File: src/rtl/cpu8080_arith_unit_macros.svh
// Assertion helpers, clocked on clk_i and disabled while rst_ni is low.
`ifndef CPU8080_ARITH_UNIT_MACROS_SVH
`define CPU8080_ARITH_UNIT_MACROS_SVH

// Check a consequence in the same cycle as the antecedent.
`define C80AU_ASSERT_NOW(lbl, ante, cons, msg) \
  lbl: assert property (@(posedge clk_i) disable iff (!rst_ni) (ante) |-> (cons)) \
    else $error(msg);

// Check a consequence in the cycle after the antecedent.
`define C80AU_ASSERT_NEXT(lbl, ante, cons, msg) \
  lbl: assert property (@(posedge clk_i) disable iff (!rst_ni) (ante) |=> (cons)) \
    else $error(msg);

`endif

File: src/rtl/c80au_pkg.sv
package c80au_pkg;

  localparam int unsigned FLAG_CY = 0;
  localparam int unsigned FLAG_P  = 1;
  localparam int unsigned FLAG_Z  = 2;
  localparam int unsigned FLAG_S  = 3;

  localparam logic [2:0] REG_B = 3'd0;
  localparam logic [2:0] REG_C = 3'd1;
  localparam logic [2:0] REG_D = 3'd2;
  localparam logic [2:0] REG_E = 3'd3;
  localparam logic [2:0] REG_H = 3'd4;
  localparam logic [2:0] REG_L = 3'd5;
  localparam logic [2:0] REG_M = 3'd6;
  localparam logic [2:0] REG_A = 3'd7;

  localparam logic [1:0] PAIR_BC = 2'd0;
  localparam logic [1:0] PAIR_DE = 2'd1;
  localparam logic [1:0] PAIR_HL = 2'd2;
  localparam logic [1:0] PAIR_SP = 2'd3;

  localparam logic [2:0] LO_INR = 3'd4;
  localparam logic [2:0] LO_DCR = 3'd5;
  localparam logic [3:0] LO_INX = 4'h3;
  localparam logic [3:0] LO_DCX = 4'hb;
  localparam logic [3:0] LO_DAD = 4'h9;
  localparam logic [2:0] GRP_ALU = 3'b100;

  localparam logic [7:0] OP_ADI = 8'hc6;
  localparam logic [7:0] OP_ACI = 8'hce;
  localparam logic [7:0] OP_SUI = 8'hd6;
  localparam logic [7:0] OP_SBI = 8'hde;

  typedef enum logic [1:0] {
    ALU_ADD = 2'd0,
    ALU_ADC = 2'd1,
    ALU_SUB = 2'd2,
    ALU_SBB = 2'd3
  } alu_kind_e;

  typedef struct packed {
    logic [7:0]  b;
    logic [7:0]  c;
    logic [7:0]  d;
    logic [7:0]  e;
    logic [7:0]  h;
    logic [7:0]  l;
    logic [7:0]  a;
    logic [15:0] sp;
    logic [15:0] pc;
    logic [3:0]  flags;
  } arch_t;

  typedef struct packed {
    arch_t      st;
    logic       mem_write;
    logic [7:0] mem_data;
    logic       status;
  } res_t;

endpackage

File: src/rtl/cpu8080_arith_unit.sv
// Channel  Handshake                 Beat payload
// in       in_valid_i / in_ready_o   opcode_i, immediate_i, mem_operand_i
// out      out_valid_o / out_ready_i acc_out_o .. pc_out_o, flags_out_o,
//                                    mem_write_o, mem_data_o, status_o
//
// An accepted input beat waits in the input register, then executes into the
// result register, which offers it. Throughput: one instruction per cycle
// while the output is not stalled; the 8/16-bit execute adds bound the cycle.
// Reset clears all registers, pairs, SP, PC and flags to zero.
// A stalled output holds its beat; the input register holds one more beat.
`include "cpu8080_arith_unit_macros.svh"

module cpu8080_arith_unit (
  input  logic        clk_i,
  input  logic        rst_ni,
  input  logic        in_valid_i,
  output logic        in_ready_o,
  input  logic [7:0]  opcode_i,
  input  logic [7:0]  immediate_i,
  input  logic [7:0]  mem_operand_i,
  output logic        out_valid_o,
  input  logic        out_ready_i,
  output logic [7:0]  acc_out_o,
  output logic [15:0] bc_out_o,
  output logic [15:0] de_out_o,
  output logic [15:0] hl_out_o,
  output logic [15:0] sp_out_o,
  output logic [15:0] pc_out_o,
  output logic [3:0]  flags_out_o,
  output logic        mem_write_o,
  output logic [7:0]  mem_data_o,
  output logic        status_o
);

  logic            in_valid_q;
  logic [7:0]      opcode_q;
  logic [7:0]      immediate_q;
  logic [7:0]      mem_operand_q;
  logic            out_valid_q;
  logic            advance;
  c80au_pkg::res_t res_d;
  c80au_pkg::res_t res_q;

  assign advance    = in_valid_q && (!out_valid_q || out_ready_i);
  assign in_ready_o = !in_valid_q || advance;

  always_ff @(posedge clk_i or negedge rst_ni) begin
    if (!rst_ni) begin
      in_valid_q <= 1'b0;
    end else if (in_ready_o) begin
      in_valid_q <= in_valid_i;
    end
  end

  always_ff @(posedge clk_i) begin
    if (in_valid_i && in_ready_o) begin
      opcode_q      <= opcode_i;
      immediate_q   <= immediate_i;
      mem_operand_q <= mem_operand_i;
    end
  end

  c80au_exec u_exec (
    .state_i       (res_q.st),
    .opcode_i      (opcode_q),
    .immediate_i   (immediate_q),
    .mem_operand_i (mem_operand_q),
    .result_o      (res_d)
  );

  // The result register doubles as the architectural state.
  always_ff @(posedge clk_i or negedge rst_ni) begin
    if (!rst_ni) begin
      res_q       <= '0;
      out_valid_q <= 1'b0;
    end else begin
      if (advance) begin
        res_q <= res_d;
      end
      if (advance) begin
        out_valid_q <= 1'b1;
      end else if (out_ready_i) begin
        out_valid_q <= 1'b0;
      end
    end
  end

  assign out_valid_o = out_valid_q;
  assign acc_out_o   = res_q.st.a;
  assign bc_out_o    = {res_q.st.b, res_q.st.c};
  assign de_out_o    = {res_q.st.d, res_q.st.e};
  assign hl_out_o    = {res_q.st.h, res_q.st.l};
  assign sp_out_o    = res_q.st.sp;
  assign pc_out_o    = res_q.st.pc;
  assign flags_out_o = res_q.st.flags;
  assign mem_write_o = res_q.mem_write;
  assign mem_data_o  = res_q.mem_data;
  assign status_o    = res_q.status;

  `C80AU_ASSERT_NOW(a_bad_op_no_write, out_valid_q && res_q.status,
    !res_q.mem_write && (res_q.mem_data == 8'd0), "rejected opcode writes memory")
  `C80AU_ASSERT_NOW(a_quiet_data, out_valid_q && !res_q.mem_write,
    res_q.mem_data == 8'd0, "memory data without a write")
  `C80AU_ASSERT_NEXT(a_pc_step, advance,
    (res_q.st.pc == $past(res_q.st.pc)) || (res_q.st.pc == $past(res_q.st.pc) + 16'd1),
    "program counter moved by more than one")
  `C80AU_ASSERT_NEXT(a_result_follows, advance, out_valid_q, "executed beat lost")
  `C80AU_ASSERT_NEXT(a_input_held, in_valid_q && !advance, in_valid_q,
    "stalled input beat dropped")

endmodule

File: src/rtl/c80au_exec.sv
module c80au_exec (
  input  c80au_pkg::arch_t state_i,
  input  logic [7:0]       opcode_i,
  input  logic [7:0]       immediate_i,
  input  logic [7:0]       mem_operand_i,
  output c80au_pkg::res_t  result_o
);

  function automatic logic [7:0] reg_rd(c80au_pkg::arch_t s, logic [2:0] idx,
                                        logic [7:0] m);
    logic [7:0] v;
    unique case (idx)
      c80au_pkg::REG_B: v = s.b;
      c80au_pkg::REG_C: v = s.c;
      c80au_pkg::REG_D: v = s.d;
      c80au_pkg::REG_E: v = s.e;
      c80au_pkg::REG_H: v = s.h;
      c80au_pkg::REG_L: v = s.l;
      c80au_pkg::REG_M: v = m;
      c80au_pkg::REG_A: v = s.a;
    endcase
    return v;
  endfunction

  function automatic c80au_pkg::arch_t reg_wr(c80au_pkg::arch_t s, logic [2:0] idx,
                                              logic [7:0] v);
    c80au_pkg::arch_t r;
    r = s;
    unique case (idx)
      c80au_pkg::REG_B: r.b = v;
      c80au_pkg::REG_C: r.c = v;
      c80au_pkg::REG_D: r.d = v;
      c80au_pkg::REG_E: r.e = v;
      c80au_pkg::REG_H: r.h = v;
      c80au_pkg::REG_L: r.l = v;
      c80au_pkg::REG_M: r = s;
      c80au_pkg::REG_A: r.a = v;
    endcase
    return r;
  endfunction

  function automatic logic [15:0] pair_rd(c80au_pkg::arch_t s, logic [1:0] idx);
    logic [15:0] v;
    unique case (idx)
      c80au_pkg::PAIR_BC: v = {s.b, s.c};
      c80au_pkg::PAIR_DE: v = {s.d, s.e};
      c80au_pkg::PAIR_HL: v = {s.h, s.l};
      c80au_pkg::PAIR_SP: v = s.sp;
    endcase
    return v;
  endfunction

  function automatic c80au_pkg::arch_t pair_wr(c80au_pkg::arch_t s, logic [1:0] idx,
                                               logic [15:0] v);
    c80au_pkg::arch_t r;
    r = s;
    unique case (idx)
      c80au_pkg::PAIR_BC: {r.b, r.c} = v;
      c80au_pkg::PAIR_DE: {r.d, r.e} = v;
      c80au_pkg::PAIR_HL: {r.h, r.l} = v;
      c80au_pkg::PAIR_SP: r.sp = v;
    endcase
    return r;
  endfunction

  function automatic logic [3:0] zsp(logic [3:0] f, logic [7:0] v);
    logic [3:0] r;
    r = f;
    r[c80au_pkg::FLAG_P] = ~^v;
    r[c80au_pkg::FLAG_Z] = (v == 8'd0);
    r[c80au_pkg::FLAG_S] = v[7];
    return r;
  endfunction

  logic [2:0]           lo3;
  logic [2:0]           dst_idx;
  logic [1:0]           pair_idx;
  logic                 is_low;
  logic                 is_imm;
  logic                 is_alu;
  c80au_pkg::alu_kind_e kind;
  logic [7:0]           term;
  logic                 cin;
  logic [8:0]           alu_sum;
  logic [7:0]           step_val;
  logic [15:0]          pair_val;
  logic [16:0]          dad_sum;
  c80au_pkg::res_t      res;

  assign lo3      = opcode_i[2:0];
  assign dst_idx  = opcode_i[5:3];
  assign pair_idx = opcode_i[5:4];
  assign is_low   = (opcode_i[7:6] == 2'b00);
  assign is_alu   = (opcode_i[7:5] == c80au_pkg::GRP_ALU);
  assign is_imm   = (opcode_i == c80au_pkg::OP_ADI) || (opcode_i == c80au_pkg::OP_ACI) ||
                    (opcode_i == c80au_pkg::OP_SUI) || (opcode_i == c80au_pkg::OP_SBI);
  assign kind     = c80au_pkg::alu_kind_e'(opcode_i[4:3]);
  assign term     = is_imm ? immediate_i : reg_rd(state_i, lo3, mem_operand_i);
  assign cin      = ((kind == c80au_pkg::ALU_ADC) || (kind == c80au_pkg::ALU_SBB)) ?
                    state_i.flags[c80au_pkg::FLAG_CY] : 1'b0;

  always_comb begin
    case (kind) inside
      c80au_pkg::ALU_SUB,
      c80au_pkg::ALU_SBB: alu_sum = {1'b0, state_i.a} - {1'b0, term} - {8'd0, cin};
      default:            alu_sum = {1'b0, state_i.a} + {1'b0, term} + {8'd0, cin};
    endcase
  end

  assign step_val = (lo3 == c80au_pkg::LO_INR) ?
                    reg_rd(state_i, dst_idx, mem_operand_i) + 8'd1 :
                    reg_rd(state_i, dst_idx, mem_operand_i) - 8'd1;
  assign pair_val = pair_rd(state_i, pair_idx);
  assign dad_sum  = {1'b0, pair_rd(state_i, c80au_pkg::PAIR_HL)} + {1'b0, pair_val};

  always_comb begin
    res.st        = state_i;
    res.mem_write = 1'b0;
    res.mem_data  = 8'd0;
    res.status    = 1'b0;
    if (is_low && ((lo3 == c80au_pkg::LO_INR) || (lo3 == c80au_pkg::LO_DCR))) begin
      res.st       = reg_wr(state_i, dst_idx, step_val);
      res.st.flags = zsp(state_i.flags, step_val);
      if (dst_idx == c80au_pkg::REG_M) begin
        res.mem_write = 1'b1;
        res.mem_data  = step_val;
      end
    end else if (is_low && (opcode_i[3:0] == c80au_pkg::LO_INX)) begin
      res.st = pair_wr(state_i, pair_idx, pair_val + 16'd1);
    end else if (is_low && (opcode_i[3:0] == c80au_pkg::LO_DCX)) begin
      res.st = pair_wr(state_i, pair_idx, pair_val - 16'd1);
    end else if (is_low && (opcode_i[3:0] == c80au_pkg::LO_DAD)) begin
      res.st = pair_wr(state_i, c80au_pkg::PAIR_HL, dad_sum[15:0]);
      res.st.flags[c80au_pkg::FLAG_CY] = dad_sum[16];
    end else if (is_alu || is_imm) begin
      res.st.a     = alu_sum[7:0];
      res.st.flags = zsp(state_i.flags, alu_sum[7:0]);
      res.st.flags[c80au_pkg::FLAG_CY] = alu_sum[8];
      if (is_imm) begin
        res.st.pc = state_i.pc + 16'd1;
      end
    end else begin
      res.status = 1'b1;
    end
  end

  assign result_o = res;

endmodule

File: config.mk
export PLATFORM = sky130hd
export DESIGN_NAME = cpu8080_arith_unit
export DESIGN_NICKNAME = d
export VERILOG_FILES = /design/src/rtl/c80au_pkg.sv /design/src/rtl/cpu8080_arith_unit.sv /design/src/rtl/c80au_exec.sv
export VERILOG_INCLUDE_DIRS = /design/src /design/src/rtl
export SDC_FILE = /design/constraint.sdc
export NUM_CORES = 1
export LEC_CHECK = 0
export BUFFER_PORTS_ARGS = -buffer_cell sky130_fd_sc_hd__buf_2
export CORE_ASPECT_RATIO = 1.25
export CORE_MARGIN = 3
export CORE_UTILIZATION = 53
export DETAILED_ROUTE_END_ITERATION = 10
export GPL_TIMING_DRIVEN = 0
export PLACE_DENSITY = 0.87
export SLEW_MARGIN = 30
export SYNTH_ARGS = -nofsm -noshare
export SYNTH_HDL_FRONTEND = slang
export SYNTH_SLANG_ARGS = --single-unit
File: constraint.sdc
create_clock -name clk_i -period 4.4 [get_ports clk_i]
set_input_delay 0.88 -clock clk_i [delete_from_list [all_inputs] [get_ports clk_i]]
set_output_delay 0.88 -clock clk_i [all_outputs]
set_load 0.005 [all_outputs]
==> impl_metrics.ini <==
[clocking]
cts_buffers = 17
holdBufCountCts = 0
h-tree-depth = 4
cts_max_path_buffers = 2
cts_tree = built
cts_root_buf = clkbuf_16
clk-insertion-delay-late_ns = 0.44
clkTransAtPathRegs_ns = 0.06
cts_sinks = 128

[pwr]
switching_power_mw = 2.78
p_per_area_nw_per_um2 = 581
clkPwrFrac = 0.208
intPower_mw = 3.72
p_leak_nw = 5.12
seq_power_share = 0.275
combPwrFrac = 0.517
p_sw_frac = 0.428
vdd_drop_max_mv = 0.332

[yosys]
yosysWarnings = 0
synthesis.nets = 1086
netlist_instances = 998
synthTopCellsByArea = dfrtp_1, edfxtp_1, ha_1
synth_top_flop_cell = dfrtp_1
netlist.area_leader.share = 0.284
syn_area_um2 = 9150
ys_ff_latch = 128
syn-mean-instance-area_um2 = 9.17
synth_edf_count = 24
synth_top_area_cell = dfrtp_1
ys_seq_area_frac = 0.363
synth.distinct_cells = 67
synth-async-reset-ratio = 0.813

[critical_path]
crit_arrival_ns = 4.63
setup.worst_path.end_class = register
reg2reg_depth = 18
startpoint_type = register
worstPathMaxFanout = 10
cp.required_ns = 4.69
ff2ff_setup_slack_ns = 0.06
criticalPathCategory = register to register
rr_startpoint = opcode_q[2]
r2r-end = flags_out_o[1]

[grt]
grtUsageTotal = 0.373
grt_pass1_wl_um = 52400
antenna_found_initial = 0
grt_pass1_vias = 9138
grt_overflow = 0
grt_max_degree = 60

[finish]
num_antenna_cells = 0
multi_input_area_um2 = 5640
nets = 1258
fin_area_um2 = 11200
final_cells = 1402
drive_above_1_share = 0.250
final-seq-area_um2 = 3320
fill_cells = 1354
area_delta_synth_final_pct = 22.4

[detailed_routing]
ant_nets = 0
vias_per_cell = 6.55
wl_per_cell_um = 25.2
num_vias = 9186
wirelength_um = 35300
drc = 0
drt_iter0_drc = 1014
firstDrtPassIters = 7

[timing]
maxSlewViolCount = 0
tightest_slew_ns = 0.933
fmax_ghz = 0.230
holdWs_ns = 0.380
finalSetupViolCount = 0
min_period_over_period = 0.986
finalSetupTns_ns = 0
period_minus_slack_ns = 4.34
hold_viol = 0
rsz0062_at_grt = true
fin_skew_ns = 0.0105
relSlewSlack = 0.373

[die]
ios = 132
die-area_um2 = 18900
die_y_um = 153
rows = 53
fp.dieW_um = 124
coreArea_um2 = 16800
initial_core_util = 0.543

[min_path]
hold_class = primary input to asynchronous set/reset pin

[placed_design]
dp_cells = 1350
place_congestion = 1.01
placed_cell_area_um2 = 10100
portBuffers = 131
hpwl_um = 25400

[flow_run]
max_cap_viol_count = 0

[status]
status = finished clean
-- flip-flops by register name, indices dropped and copies added (netlist names), 16 cells and up --
name,flops
bc_out_o,16
de_out_o,16
hl_out_o,16
pc_out_o,16
sp_out_o,16
-- cell usage after synthesis, drive strengths merged (14+ instances only) --
master,instances
xor2,22
o31ai,17
mux4,20
edfxtp,24
mux2i,28
a31oi,14
nor2,80
dfrtp,104
inv,44
nand2,120
nand2b,14
clkbuf,39
mux2,21
nand3,25
a21oi,59
xnor2,41
ha,54
o21ai,90
-- power groups by stage --
| stage | combinational [mW] | sequential, mW | clock [mW] |
|---|---|---|---|
| 6_report | 3.36 | 1.79 | 1.35 |
| 5_1_grt | 3.66 | 1.79 | 1.40 |
| 2_1_floorplan | 2.16 | 1.60 | 0 |
| 3_3_place_gp | 2.84 | 1.77 | 0 |
| 3_5_place_dp | 2.93 | 1.77 | 0 |
| 4_1_cts | 3.06 | 1.76 | 1.34 |
-- worst max-delay path, cell delays in order (launching register included) --
cell,delay [ns]
edfxtp_1,0.50
clkbuf_2,0.33
mux2i_1,0.43
o221ai_1,0.15
o21ai_0,0.19
o21ai_1,0.15
ha_1,0.29
inv_1,0.08
ha_1,0.38
a21oi_1,0.25
o21ai_1,0.15
xnor2_1,0.20
nand2_1,0.11
o21ai_2,0.17
ha_4,0.26
xnor2_2,0.13
xnor2_1,0.14
a22oi_1,0.19
o21ai_1,0.09
-- per-stage QoR --
stage | power, mW | util | worst slack [ns]
2_1_floorplan | 3.76 | - | 0.0304
3_3_place_gp | 4.61 | 0.599 | -1.62
3_5_place_dp | 4.70 | 0.601 | -1.72
4_1_cts | 6.16 | 0.653 | 0.0122
5_1_grt | 6.85 | 0.665 | -0.184
6_report | 6.51 | 0.665 | 0.0614
-- cells by family after synthesis --
family / after synthesis / synth area share
AOI/OAI and AO/OA: 270 / 0.184
xor gates and xnor gates: 63 / 0.0603
adders and majority gates: 60 / 0.0870
buffers and inverters: 95 / 0.0412
DFF: 128 / 0.363
muxes: 69 / 0.106
and+or+nand+nor: 313 / 0.158
-- metal layers --
metal	vias up	GRT usage	part of all wire
li1	3952	-	-
met1	4399	0.432	0.34
met2	637	0.605	0.47
met3	198	0.0992	0.11
met4	0	0.234	0.078
met5	-	0	0
-- area by class of cell --
cell class	count	area share
clock inverter	10	0.00782
timing repair buffer	158	0.0805
multi-input combinational	775	0.504
buffer	45	0.0297
inverter	45	0.0154
sequential	128	0.297
tap	220	0.0246
clock buffer	21	0.0411
-- cell usage in the layout (no fill, tap or decap), types with 6 or more instances in the layout --
cell type    n
a211oi_1     9
a21o_1       9
a21oi_1     57
a31oi_1     13
buf_2      132
buf_4       26
clkbuf_1    24
clkbuf_16   17
clkbuf_8     6
dfrtp_1    104
edfxtp_1    24
fa_1         6
ha_1        51
inv_1       41
mux2_2      20
mux2i_1     25
mux4_2      20
nand2_1    119
nand2b_1    14
nand3_1     25
nand3b_1     8
nand4_1      6
nor2_1      79
nor2b_1      7
nor3_1      13
o211ai_1     6
o21a_1      12
o21ai_0     74
o21ai_1     12
o22a_1       6
o22ai_1      9
o31ai_1     14
or2_2        7
or3_1        7
xnor2_1     40
xor2_1      20
-- worst max path at each step --
stage / endpoint / startpoint / slack (ns)
after global routing: flags_out_o[1] / opcode_q[1] / -0.18
final: flags_out_o[1] / opcode_q[2] / 0.06
after detailed placement: flags_out_o[1] / opcode_q[4] / -1.72
after CTS: flags_out_o[1] / opcode_q[5] / 0.01
after global placement: flags_out_o[1] / opcode_q[4] / -1.62
after floorplan: flags_out_o[1] / opcode_q[5] / 0.03
-- timing repair --
item | in CTS | in global routing
setup buffers | 15 | 11
hold endpoints to repair | 0 | 0
setup endpoints to repair | 58 | 12
pin swaps | 10 | 9
gates resized for setup | 60 | 40
Note: power is estimated with default switching activity, not from simulation.
